File: config.mk
export PLATFORM = sky130hd
export DESIGN_NAME = integer_to_radix_ascii
export DESIGN_NICKNAME = d
export VERILOG_FILES = /design/src/rtl/core/itra_pkg.sv /design/src/rtl/core/itra_div.sv /design/src/rtl/core/integer_to_radix_ascii.sv
export SDC_FILE = /design/constraint.sdc
export NUM_CORES = 1
export LEC_CHECK = 0
export ABC_AREA = 1
export BUFFER_PORTS_ARGS = -buffer_cell sky130_fd_sc_hd__buf_2
export CORE_ASPECT_RATIO = 1.2
export CORE_MARGIN = 3
export CORE_UTILIZATION = 45
export DETAILED_ROUTE_END_ITERATION = 7
export GPL_TIMING_DRIVEN = 1
export PLACE_DENSITY = 0.72
export SYNTH_ARGS = -nofsm -noshare
export SYNTH_HDL_FRONTEND = slang
export SYNTH_HIERARCHICAL = 1
export SYNTH_SLANG_ARGS = --single-unit
export TNS_END_PERCENT = 50
File: constraint.sdc
create_clock -name clk -period 4.15 [get_ports clk]
set_input_delay 0.6225 -clock clk [delete_from_list [all_inputs] [get_ports clk]]
set_output_delay 0.6225 -clock clk [all_outputs]
set_load 0.02 [all_outputs]
File: src/rtl/core/itra_pkg.sv
// Package for the integer to radix ASCII converter.
// Holds radix limits, ASCII codes and the digit to character mapping.
// No dependencies.
`timescale 1ns / 1ps
`default_nettype none

package itra_pkg;

	localparam int RADIX_W = 6;

	localparam logic [RADIX_W-1:0] RADIX_MIN     = 6'd2;
	localparam logic [RADIX_W-1:0] RADIX_MAX     = 6'd36;
	localparam logic [RADIX_W-1:0] RADIX_DEFAULT = 6'd10;

	localparam logic [7:0] ASCII_ZERO    = 8'h30;
	localparam logic [7:0] ASCII_UPPER_A = 8'h41;
	localparam logic [7:0] ASCII_LOWER_A = 8'h61;
	localparam logic [7:0] ASCII_MINUS   = 8'h2d;

	typedef logic [RADIX_W-1:0] radix_t;
	typedef logic [7:0]         char_t;

	// digit value (below 36) to its ASCII code
	function automatic char_t digit_char(radix_t d, logic upper);
		char_t base;
		begin
			if (d < RADIX_DEFAULT) begin
				digit_char = ASCII_ZERO + {2'b00, d};
			end else begin
				base = upper ? ASCII_UPPER_A : ASCII_LOWER_A;
				digit_char = base + {2'b00, d - RADIX_DEFAULT};
			end
		end
	endfunction

endpackage

`default_nettype wire

File: src/rtl/core/itra_div.sv
// Bit-serial restoring divider: VALUE_WIDTH-bit dividend by a 6-bit radix.
// One quotient bit per cycle; depends on itra_pkg.
`timescale 1ns / 1ps
`default_nettype none

module itra_div #(
	parameter int VALUE_WIDTH = 32
) (
	input  wire                      clk,
	input  wire                      arst_n,
	input  wire                      start,
	input  wire [VALUE_WIDTH-1:0]    dividend,
	input  wire itra_pkg::radix_t    divisor,
	output logic                     done,
	output logic [VALUE_WIDTH-1:0]   quotient,
	output itra_pkg::radix_t         remainder
);
	import itra_pkg::*;

	localparam int CNT_W = $clog2(VALUE_WIDTH + 1);

	logic                   busy_q;
	logic                   done_q;
	logic [CNT_W-1:0]       cnt_q;
	logic [VALUE_WIDTH-1:0] quo_q;
	radix_t                 rem_q;
	radix_t                 div_q;

	logic [RADIX_W:0] trial;
	logic             fits;

	assign trial = {rem_q, quo_q[VALUE_WIDTH-1]};
	assign fits  = trial >= {1'b0, div_q};

	always_ff @(posedge clk or negedge arst_n) begin
		if (!arst_n) begin
			busy_q <= 1'b0;
			done_q <= 1'b0;
			cnt_q  <= '0;
		end else begin
			done_q <= 1'b0;
			if (start) begin
				busy_q <= 1'b1;
				cnt_q  <= CNT_W'(VALUE_WIDTH);
			end else if (busy_q) begin
				cnt_q <= cnt_q - CNT_W'(1);
				if (cnt_q == CNT_W'(1)) begin
					busy_q <= 1'b0;
					done_q <= 1'b1;
				end
			end
		end
	end

	always_ff @(posedge clk) begin
		if (start) begin
			quo_q <= dividend;
			rem_q <= '0;
			div_q <= divisor;
		end else if (busy_q) begin
			// remainder stays below the divisor, so six bits hold it
			rem_q <= fits ? RADIX_W'(trial - {1'b0, div_q}) : trial[RADIX_W-1:0];
			quo_q <= {quo_q[VALUE_WIDTH-2:0], fits};
		end
	end

	assign done      = done_q;
	assign quotient  = quo_q;
	assign remainder = rem_q;

endmodule

`default_nettype wire

File: src/rtl/core/integer_to_radix_ascii.sv
// Top level of the integer to radix ASCII converter.
// Uses itra_pkg and the serial divider itra_div; digit stack held locally.
//
//  channel | signals                               | dir | meaning
//  --------+---------------------------------------+-----+---------------------------
//  num     | num_valid num_ready value radix       | in  | one request: value to print
//          | upper_case                            |     |
//  chr     | chr_valid chr_ready character last    | out | one ASCII char, last marked
//
// Each digit takes one pass of the serial divider (one quotient bit a cycle),
// digits go onto a stack, then each character is read out (memory read, then
// present). A minus sign, if any, goes out before the digits. num_ready is
// high only when idle.
// A stall on chr holds the current character. Reset returns to idle.
`timescale 1ns / 1ps
`default_nettype none

module integer_to_radix_ascii #(
	parameter int VALUE_WIDTH = 32
) (
	input  wire                           clk,
	input  wire                           arst_n,
	input  wire                           num_valid,
	output logic                          num_ready,
	input  wire signed [VALUE_WIDTH-1:0]  value,
	input  wire itra_pkg::radix_t         radix,
	input  wire                           upper_case,
	output logic                          chr_valid,
	input  wire                           chr_ready,
	output itra_pkg::char_t               character,
	output logic                          last
);
	import itra_pkg::*;

	localparam int CNT_W = $clog2(VALUE_WIDTH + 1);
	localparam int IDX_W = $clog2(VALUE_WIDTH);

	localparam logic [2:0] ST_IDLE  = 3'd0;
	localparam logic [2:0] ST_START = 3'd1;
	localparam logic [2:0] ST_DIV   = 3'd2;
	localparam logic [2:0] ST_MINUS = 3'd3;
	localparam logic [2:0] ST_RD    = 3'd4;
	localparam logic [2:0] ST_OUT   = 3'd5;

	logic [2:0]             state_q;
	logic [CNT_W-1:0]       nd_q;
	logic [VALUE_WIDTH-1:0] v_q;
	radix_t                 radix_q;
	logic                   upper_q;
	logic                   neg_q;
	char_t                  rd_q;
	char_t                  digit_mem [VALUE_WIDTH];

	radix_t                 radix_eff;
	logic                   neg_in;
	logic                   accept;
	logic                   div_start;
	logic                   div_done;
	logic [VALUE_WIDTH-1:0] div_quo;
	radix_t                 div_rem;
	logic [CNT_W-1:0]       nd_m1;
	logic                   wr_en;
	logic                   rd_en;

	always_comb begin
		if (radix inside {[RADIX_MIN:RADIX_MAX]}) begin
			radix_eff = radix;
		end else begin
			radix_eff = RADIX_DEFAULT;
		end
	end

	assign neg_in    = (radix_eff == RADIX_DEFAULT) && value[VALUE_WIDTH-1];
	assign num_ready = (state_q == ST_IDLE);
	assign accept    = num_valid && num_ready;
	assign div_start = (state_q == ST_START);
	assign nd_m1     = nd_q - CNT_W'(1);
	assign wr_en     = (state_q == ST_DIV) && div_done;
	assign rd_en     = (state_q == ST_RD);

	itra_div #(
		.VALUE_WIDTH(VALUE_WIDTH)
	) u_div (
		.clk      (clk),
		.arst_n   (arst_n),
		.start    (div_start),
		.dividend (v_q),
		.divisor  (radix_q),
		.done     (div_done),
		.quotient (div_quo),
		.remainder(div_rem)
	);

	always_ff @(posedge clk or negedge arst_n) begin
		if (!arst_n) begin
			state_q <= ST_IDLE;
			nd_q    <= '0;
		end else begin
			case (state_q)
				ST_IDLE: begin
					if (accept) begin
						nd_q    <= '0;
						state_q <= ST_START;
					end
				end
				ST_START: begin
					state_q <= ST_DIV;
				end
				ST_DIV: begin
					if (div_done) begin
						nd_q <= nd_q + CNT_W'(1);
						if (div_quo != '0) begin
							state_q <= ST_START;
						end else if (neg_q) begin
							state_q <= ST_MINUS;
						end else begin
							state_q <= ST_RD;
						end
					end
				end
				ST_MINUS: begin
					if (chr_ready) begin
						state_q <= ST_RD;
					end
				end
				ST_RD: begin
					nd_q    <= nd_m1;
					state_q <= ST_OUT;
				end
				ST_OUT: begin
					if (chr_ready) begin
						state_q <= (nd_q == '0) ? ST_IDLE : ST_RD;
					end
				end
				default: begin
					state_q <= ST_IDLE;
				end
			endcase
		end
	end

	// request payload and working value
	always_ff @(posedge clk) begin
		if (accept) begin
			radix_q <= radix_eff;
			upper_q <= upper_case;
			neg_q   <= neg_in;
			v_q     <= neg_in ? (~value + VALUE_WIDTH'(1)) : value;
		end else if (wr_en) begin
			v_q <= div_quo;
		end
	end

	// digit stack, least significant digit at the bottom
	always_ff @(posedge clk) begin
		if (wr_en) begin
			digit_mem[nd_q[IDX_W-1:0]] <= digit_char(div_rem, upper_q);
		end
	end

	always_ff @(posedge clk) begin
		if (rd_en) begin
			rd_q <= digit_mem[nd_m1[IDX_W-1:0]];
		end
	end

	assign chr_valid = (state_q == ST_MINUS) || (state_q == ST_OUT);
	assign character = (state_q == ST_MINUS) ? ASCII_MINUS : rd_q;
	assign last      = (state_q == ST_OUT) && (nd_q == '0);

	a_busy_while_out: assert property (@(posedge clk) disable iff (!arst_n)
		chr_valid |-> !num_ready)
		else $error("request taken while characters pending");

	a_stack_bound: assert property (@(posedge clk) disable iff (!arst_n)
		nd_q <= CNT_W'(VALUE_WIDTH))
		else $error("digit stack overflow");

	a_done_in_div: assert property (@(posedge clk) disable iff (!arst_n)
		div_done |-> (state_q == ST_DIV))
		else $error("divider finished outside of divide state");

	a_last_to_idle: assert property (@(posedge clk) disable iff (!arst_n)
		(chr_valid && chr_ready && last) |=> (state_q == ST_IDLE))
		else $error("sequencer did not return to idle after last character");

endmodule

`default_nettype wire

==> impl_metrics.json, run 1 <==
{
  "wire_per_inst_um": 18.0,
  "synth.area.mux_share": 0,
  "cts_max_path_buffers": 3,
  "wl_um": 40600,
  "die_height_um": 220,
  "synth_top_cell_area_share": 0.598,
  "setup_tns_ns": 0,
  "finalCritPeriodShare": 0.735,
  "crit_path_start_kind": "flip-flop",
  "path_clk_slew_ns": 0.06,
  "ys_ff_latch": 365,
  "ys_seq_area_frac": 0.630,
  "coreArea_um2": 37300,
  "root_buffer": "clkbuf_16",
  "leakagePower_nw": 7.33,
  "first_iter_violations": 1223,
  "clkSinkCount": 365,
  "min_period_ns": 3.05,
  "r2r_cells": 4,
  "cts_tree": "yes",
  "overflow": 0,
  "syn_inst": 1706,
  "fin_util": 0.515,
  "yosysTopAreaCell": "edfxtp_1",
  "synth_flop_cell": "edfxtp_1",
  "syn_area_per_cell_um2": 10.1,
  "finalInstanceArea_um2": 19200,
  "initial_core_util": 0.460,
  "cts-htree-levels": 2,
  "synth_warnings": 6,
  "maxCapViolations": 0,
  "dr.pass1.iters": 6,
  "finalHoldViolations": 0,
  "rsz0062_at_grt": "no",
  "final_nets": 1807,
  "post_cts_buffers": 0,
  "synthXorXnorAreaFrac": 0.0128,
  "max_slew_margin": 0.184,
  "worst_slew_pin_slew_ns": 1.22,
  "grt_util_all_layers": 0.200,
  "timing.fmax_ghz": 0.328,
  "synth_area_um2": 17200,
  "stdcell_count": 2251,
  "synth_compound_area_frac": 0.0947,
  "pin_count": 54,
  "reg2reg_setup_slack_ns": 1.10,
  "cellPowerDensity_nw_per_um2": 853,
  "yosys.cell_types.count": 46,
  "rr_startpoint": "nd_q[0]",
  "fp-row-count": 77,
  "drtAntennaViolNets": 0,
  "synth_top_family_by_area": "simple AND/OR/NAND/NOR gates",
  "clk_latency_ns": 0.53,
  "port_buffers": 53,
  "drc": 0,
  "synthAdderAreaFrac": 0.0150,
  "cts_buffers": 39,
  "grt_max_degree": 132,
  "critPathArrivalTime_ns": 3.21,
  "ir_drop_uv": 613,
  "async_flop_share": 0.0466,
  "yosys-top-cells-area": "edfxtp_1 (60%), nand2_1 (9.7%), nor2_1 (6.1%), o21ai_0 (4.1%), dfrtp_1 (2.5%)",
  "crit-reg2reg-capture": "digit_mem[29][3]",
  "outcome": "completed",
  "place_area_um2": 17900,
  "vias_per_cell": 5.54,
  "synthToLayoutAreaGrowth_pct": 11.9,
  "holdWs_ns": 0.0280,
  "grt_pass1_wl_um": 64800,
  "final_cell_mix": "nand2_1 (445), edfxtp_1 (342), nor2_1 (280)",
  "num_vias": 12500,
  "grt_pass1_vias": 12400,
  "layout-drive-gt1-share": 0.106,
  "place.gp.congestion": 0.902,
  "path_max_fanout": 131,
  "die_x_um": 184,
  "finalSetupViolCount": 0,
  "drv_slew": 0,
  "cp-end-kind": "flip-flop",
  "critPathRequiredTime_ns": 4.31,
  "cts_resized": 0,
  "final_common_cell": "nand2_1",
  "post-dp-hpwl_um": 26800,
  "min_path_type": "in -> async",
  "die_area_um2": 40500,
  "syn_nets": 1769,
  "hold_buffers": 0,
  "critPathKind": "reg -> reg",
  "dp_cells": 2177,
  "finalClockSkew_ns": 0.0221,
  "grt_antenna_before_repair": 2,
  "synth-simple-area-share": 0.204,
  "synth_edf_count": 342
}
[how the worst max path moves through the flow]
stage,slack (ns),depth (start not counted),from,to
after floorplan,0.88,8,u_div/remainder[1],digit_mem[0][7]
after global placement,1.28,4,nd_q[0],digit_mem[27][7]
after detailed placement,1.17,4,nd_q[0],digit_mem[27][3]
after CTS,1.17,4,nd_q[0],digit_mem[27][7]
after global routing,0.94,4,nd_q[0],digit_mem[27][7]
final,1.10,4,nd_q[0],digit_mem[29][3]
[cells in the mapped netlist (2+ instances only)]
cell	n
or2_2	6
nand2_1	445
nor2_4	3
o211ai_2	2
xor2_1	16
inv_1	87
nand3_1	84
nand4_1	8
o221ai_1	33
ha_1	19
xnor2_1	6
nor3_1	7
o21bai_1	4
nand2_2	4
o211ai_1	31
a21oi_1	11
inv_2	8
nand3b_1	5
nand3_4	2
o32ai_1	3
buf_6	2
dfxtp_1	6
o21ai_0	140
dfrtp_1	17
o22ai_1	19
nand2_4	2
o21ai_1	16
clkbuf_1	38
nor2_2	8
edfxtp_1	342
nor2_1	280
a31oi_1	3
buf_4	11
buf_2	26
[sequential cells by signal (all words and copies together) (netlist names)]
signal           flops
digit_mem          256
nd_q                 6
neg_q                1
radix_q              6
rd_q                 8
state_q              3
u_div/busy_q         1
u_div/cnt_q          6
u_div/div_q          6
u_div/done           1
u_div/quotient      32
u_div/remainder      6
upper_q              1
v_q                 32
[stage by stage]
step / setup WS (ns) / power (mW)
6_report: 1.10 / 16.4
5_1_grt: 0.944 / 17.4
4_1_cts: 1.17 / 16.4
3_5_place_dp: 1.17 / 12.8
3_3_place_gp: 1.28 / 12.7
2_1_floorplan: 0.879 / 10.6
[power by group]
group	internal (mW)	total [mW]	switching, mW
logic	1.87	6.78	4.91
clock network	2.18	3.60	1.42
registers	5.70	6.03	0.328
total	9.74	16.4	6.66
[cell type report]
class / instances / area, µm²
timing repair buffer: 74 / 423
clock buffer: 41 / 983
multi-input combinational: 1168 / 5670
sequential: 365 / 10800
inverter: 96 / 363
tap: 474 / 593
antenna: 2 / 5.00
fill: 3220 / 18100
clock inverter: 31 / 358
[worst max-delay path, stage by stage (launching register included)]
cell     delay (ns)
dfrtp_4        0.42
buf_4          0.92
ha_1           0.29
nand2_1        0.27
nor2_1         0.77
[kinds of logic (layout without fill, tap and decap cells)]
logic type,after synthesis,count (layout)
xor gates and xnor gates,23,23
other,0,2
buffers and inverters,173,242
AOI/OAI and AO/OA,268,268
DFF,365,365
adders and majority gates,20,20
and+or+nand+nor,857,857
[routing by layer]
layer  global-route usage  up-vias  part of all wire
li1                     -     5959                 -
met1                0.251     5909              0.40
met2                0.344      507              0.50
met3               0.0355       94             0.069
met4               0.0822        0             0.040
met5                    0        -                 0
No activity file was read; power rests on OpenSTA's default activity.
==> inputs of run 2 (changes only) <==
==> constraint.sdc (replaced) <==
create_clock -name clk -period 2.88 [get_ports clk]
set_input_delay 0.432 -clock clk [delete_from_list [all_inputs] [get_ports clk]]
set_output_delay 0.432 -clock clk [all_outputs]
set_load 0.02 [all_outputs]
==> run 2 against run 1 <==
Power grew 43%. Worst setup slack lost 0.89 ns. Sequential power grew 44%. Clock power grew 33%. Utilization grew 0.37 points. Sequential cell count is the same. Via count grew 0.63%. Worst hold slack gained 0.050 ns. Wire length shrank 2.7%. Cell count grew 1.3%. Non-clock buffer count grew 35. Sequential share of layout area shrank 0.40 points.
==> impl_metrics.json, run 2 (same netlist as run 1, synthesis figures left out) <==
{
  "dp_slack_ns": 0.157,
  "wire_per_inst_um": 17.3,
  "finalClockSkew_ns": 0.0191,
  "coreArea_um2": 37300,
  "critPathKind": "reg -> out",
  "die_x_um": 184,
  "rr_startpoint": "nd_q[0]",
  "grt_util_all_layers": 0.193,
  "initial_core_util": 0.460,
  "maxCapViolations": 0,
  "fp-row-count": 77,
  "dr.pass1.iters": 6,
  "critPathArrivalTime_ns": 2.24,
  "slowest_delay_ns": 0.57,
  "path_buf_inv": 3,
  "cellPowerDensity_nw_per_um2": 1210,
  "cts_tree": "yes",
  "pin_count": 54,
  "internal_power_mw": 13.8,
  "grt_antenna_before_repair": 0,
  "worst_slew_pin_slew_ns": 1.12,
  "insertedDiodeCount": 0,
  "post-dp-hpwl_um": 25100,
  "grt_max_degree": 66,
  "grt_pass1_vias": 12100,
  "register_area_um2": 10800,
  "final_cell_mix": "nand2_1 (445), edfxtp_1 (342), nor2_1 (280)",
  "multi_input_area_um2": 5670,
  "grt_pass1_wl_um": 62600,
  "final_nets": 1841,
  "wl_um": 39500,
  "switching_power_mw": 9.63,
  "power_mw": 23.4,
  "min_from": "upper_case",
  "path_clk_slew_ns": 0.06,
  "swShare": 0.411,
  "overflow": 0,
  "drv_slew": 0,
  "holdWs_ns": 0.0781,
  "vias_per_cell": 5.50,
  "worst_slack_ns": 0.209,
  "finalHoldViolations": 0,
  "timing.fmax_ghz": 0.374,
  "largest_reg_flops": 256,
  "path_max_fanout": 12,
  "drtAntennaViolNets": 0,
  "path_delay_family": "buffers and inverters",
  "finalSetupViolCount": 0,
  "first_iter_violations": 1156,
  "max_slew_margin": 0.253,
  "slowest_stage": "dfrtp_1",
  "layout-drive-gt1-share": 0.121,
  "die_area_um2": 40500,
  "setup_tns_ns": 0,
  "crit_path_start_kind": "flip-flop",
  "combinationalPowerShare": 0.426,
  "power_frac_seq": 0.370,
  "cts_buffers": 37,
  "critPathRequiredTime_ns": 2.45,
  "cts_max_path_buffers": 3,
  "fill_cells": 3256,
  "ir_drop_uv": 868,
  "root_buffer": "clkbuf_16",
  "outcome": "completed",
  "finalCritPeriodShare": 0.927,
  "leakagePower_nw": 7.45,
  "place_area_um2": 18100,
  "num_vias": 12500,
  "place.gp.congestion": 0.923,
  "cts-htree-levels": 2,
  "path_cells": "inv_1, nand2_1, inv_1, nand3_1, nor2_1, buf_2",
  "port_buffers": 53,
  "crit_start": "nd_q[2]",
  "die_height_um": 220,
  "synthToLayoutAreaGrowth_pct": 12.7,
  "cp-end-kind": "output port",
  "clk_latency_ns": 0.54,
  "clkSinkCount": 365,
  "rsz0062_at_grt": "no",
  "drc": 0,
  "min_period_ns": 2.67,
  "cpMostUsedCell": "inv_1",
  "final_common_cell": "nand2_1",
  "min_path_type": "in -> reg",
  "clkPwrFrac": 0.204,
  "finalInstanceArea_um2": 19400
}
## run 2: cell count changes in the layout (fill, tap and decap cells not counted), moves of 3 or more
cell       change
buf_4         +34
inv_6          -5
clkbuf_1       +3
bufinv_16      -3
## run 2: through the flow
step | instances | utilization
floorplan | 1706 | -
global placement | 2208 | 0.486
detailed placement | 2208 | 0.486
CTS | 2276 | 0.518
global route | 2280 | 0.519
finish | 2280 | 0.519
## run 2: timing repair
item,CTS,global route
hold buffers,1,0
setup endpoints to repair,0,32
hold endpoints to repair,17,0
gates resized for setup,0,2
buffers inserted,0,3
## run 2: worst paths after layout
kind / to / slack [ns] / cells past startpoint
setup / recovery: last / 0.21 / 6
hold / removal: upper_q / 0.08 / 1
setup reg to reg: rd_q[0] / 0.39 / 9
hold reg to reg: u_div/div_q[1] / 0.42 / 0
max in group asynchronous: nd_q[0] / 2.17 / 2
min in group asynchronous: state_q[0] / 0.40 / 2
## run 2: per-layer routing
layer | up-vias | global-route usage | part of all wire
met3 | 99 | 0.0309 | 0.063
met2 | 440 | 0.331 | 0.49
met4 | 0 | 0.0681 | 0.033
li1 | 6019 | - | -
met1 | 5990 | 0.250 | 0.41
met5 | - | 0 | 0
## run 2: power by group through the flow
stage / combinational, mW / clock, mW / sequential, mW
final: 9.98 / 4.77 / 8.67
after global routing: 11.1 / 5.06 / 8.74
after floorplan: 6.65 / 0 / 8.66
after detailed placement: 9.77 / 0 / 8.77
after CTS: 9.85 / 4.84 / 8.67
after global placement: 9.49 / 0 / 8.75
## run 2: worst register-to-register path: cells and delay by family (launching register included)
family,cells,cell delay [ns]
AO/OA/AOI/OAI,1,0.18
XOR/XNOR,1,0.19
buffers and inverters,3,0.90
flip-flops,1,0.50
AND/OR/NAND/NOR,4,0.46
## run 2: final cells by class
class / instances / share of cell area
sequential: 365 / 0.559
multi-input combinational: 1168 / 0.293
clock buffer: 42 / 0.0488
timing repair buffer: 109 / 0.0356
tap: 474 / 0.0306
inverter: 96 / 0.0189
clock inverter: 25 / 0.0135
timing repair inverter: 1 / 0.000388
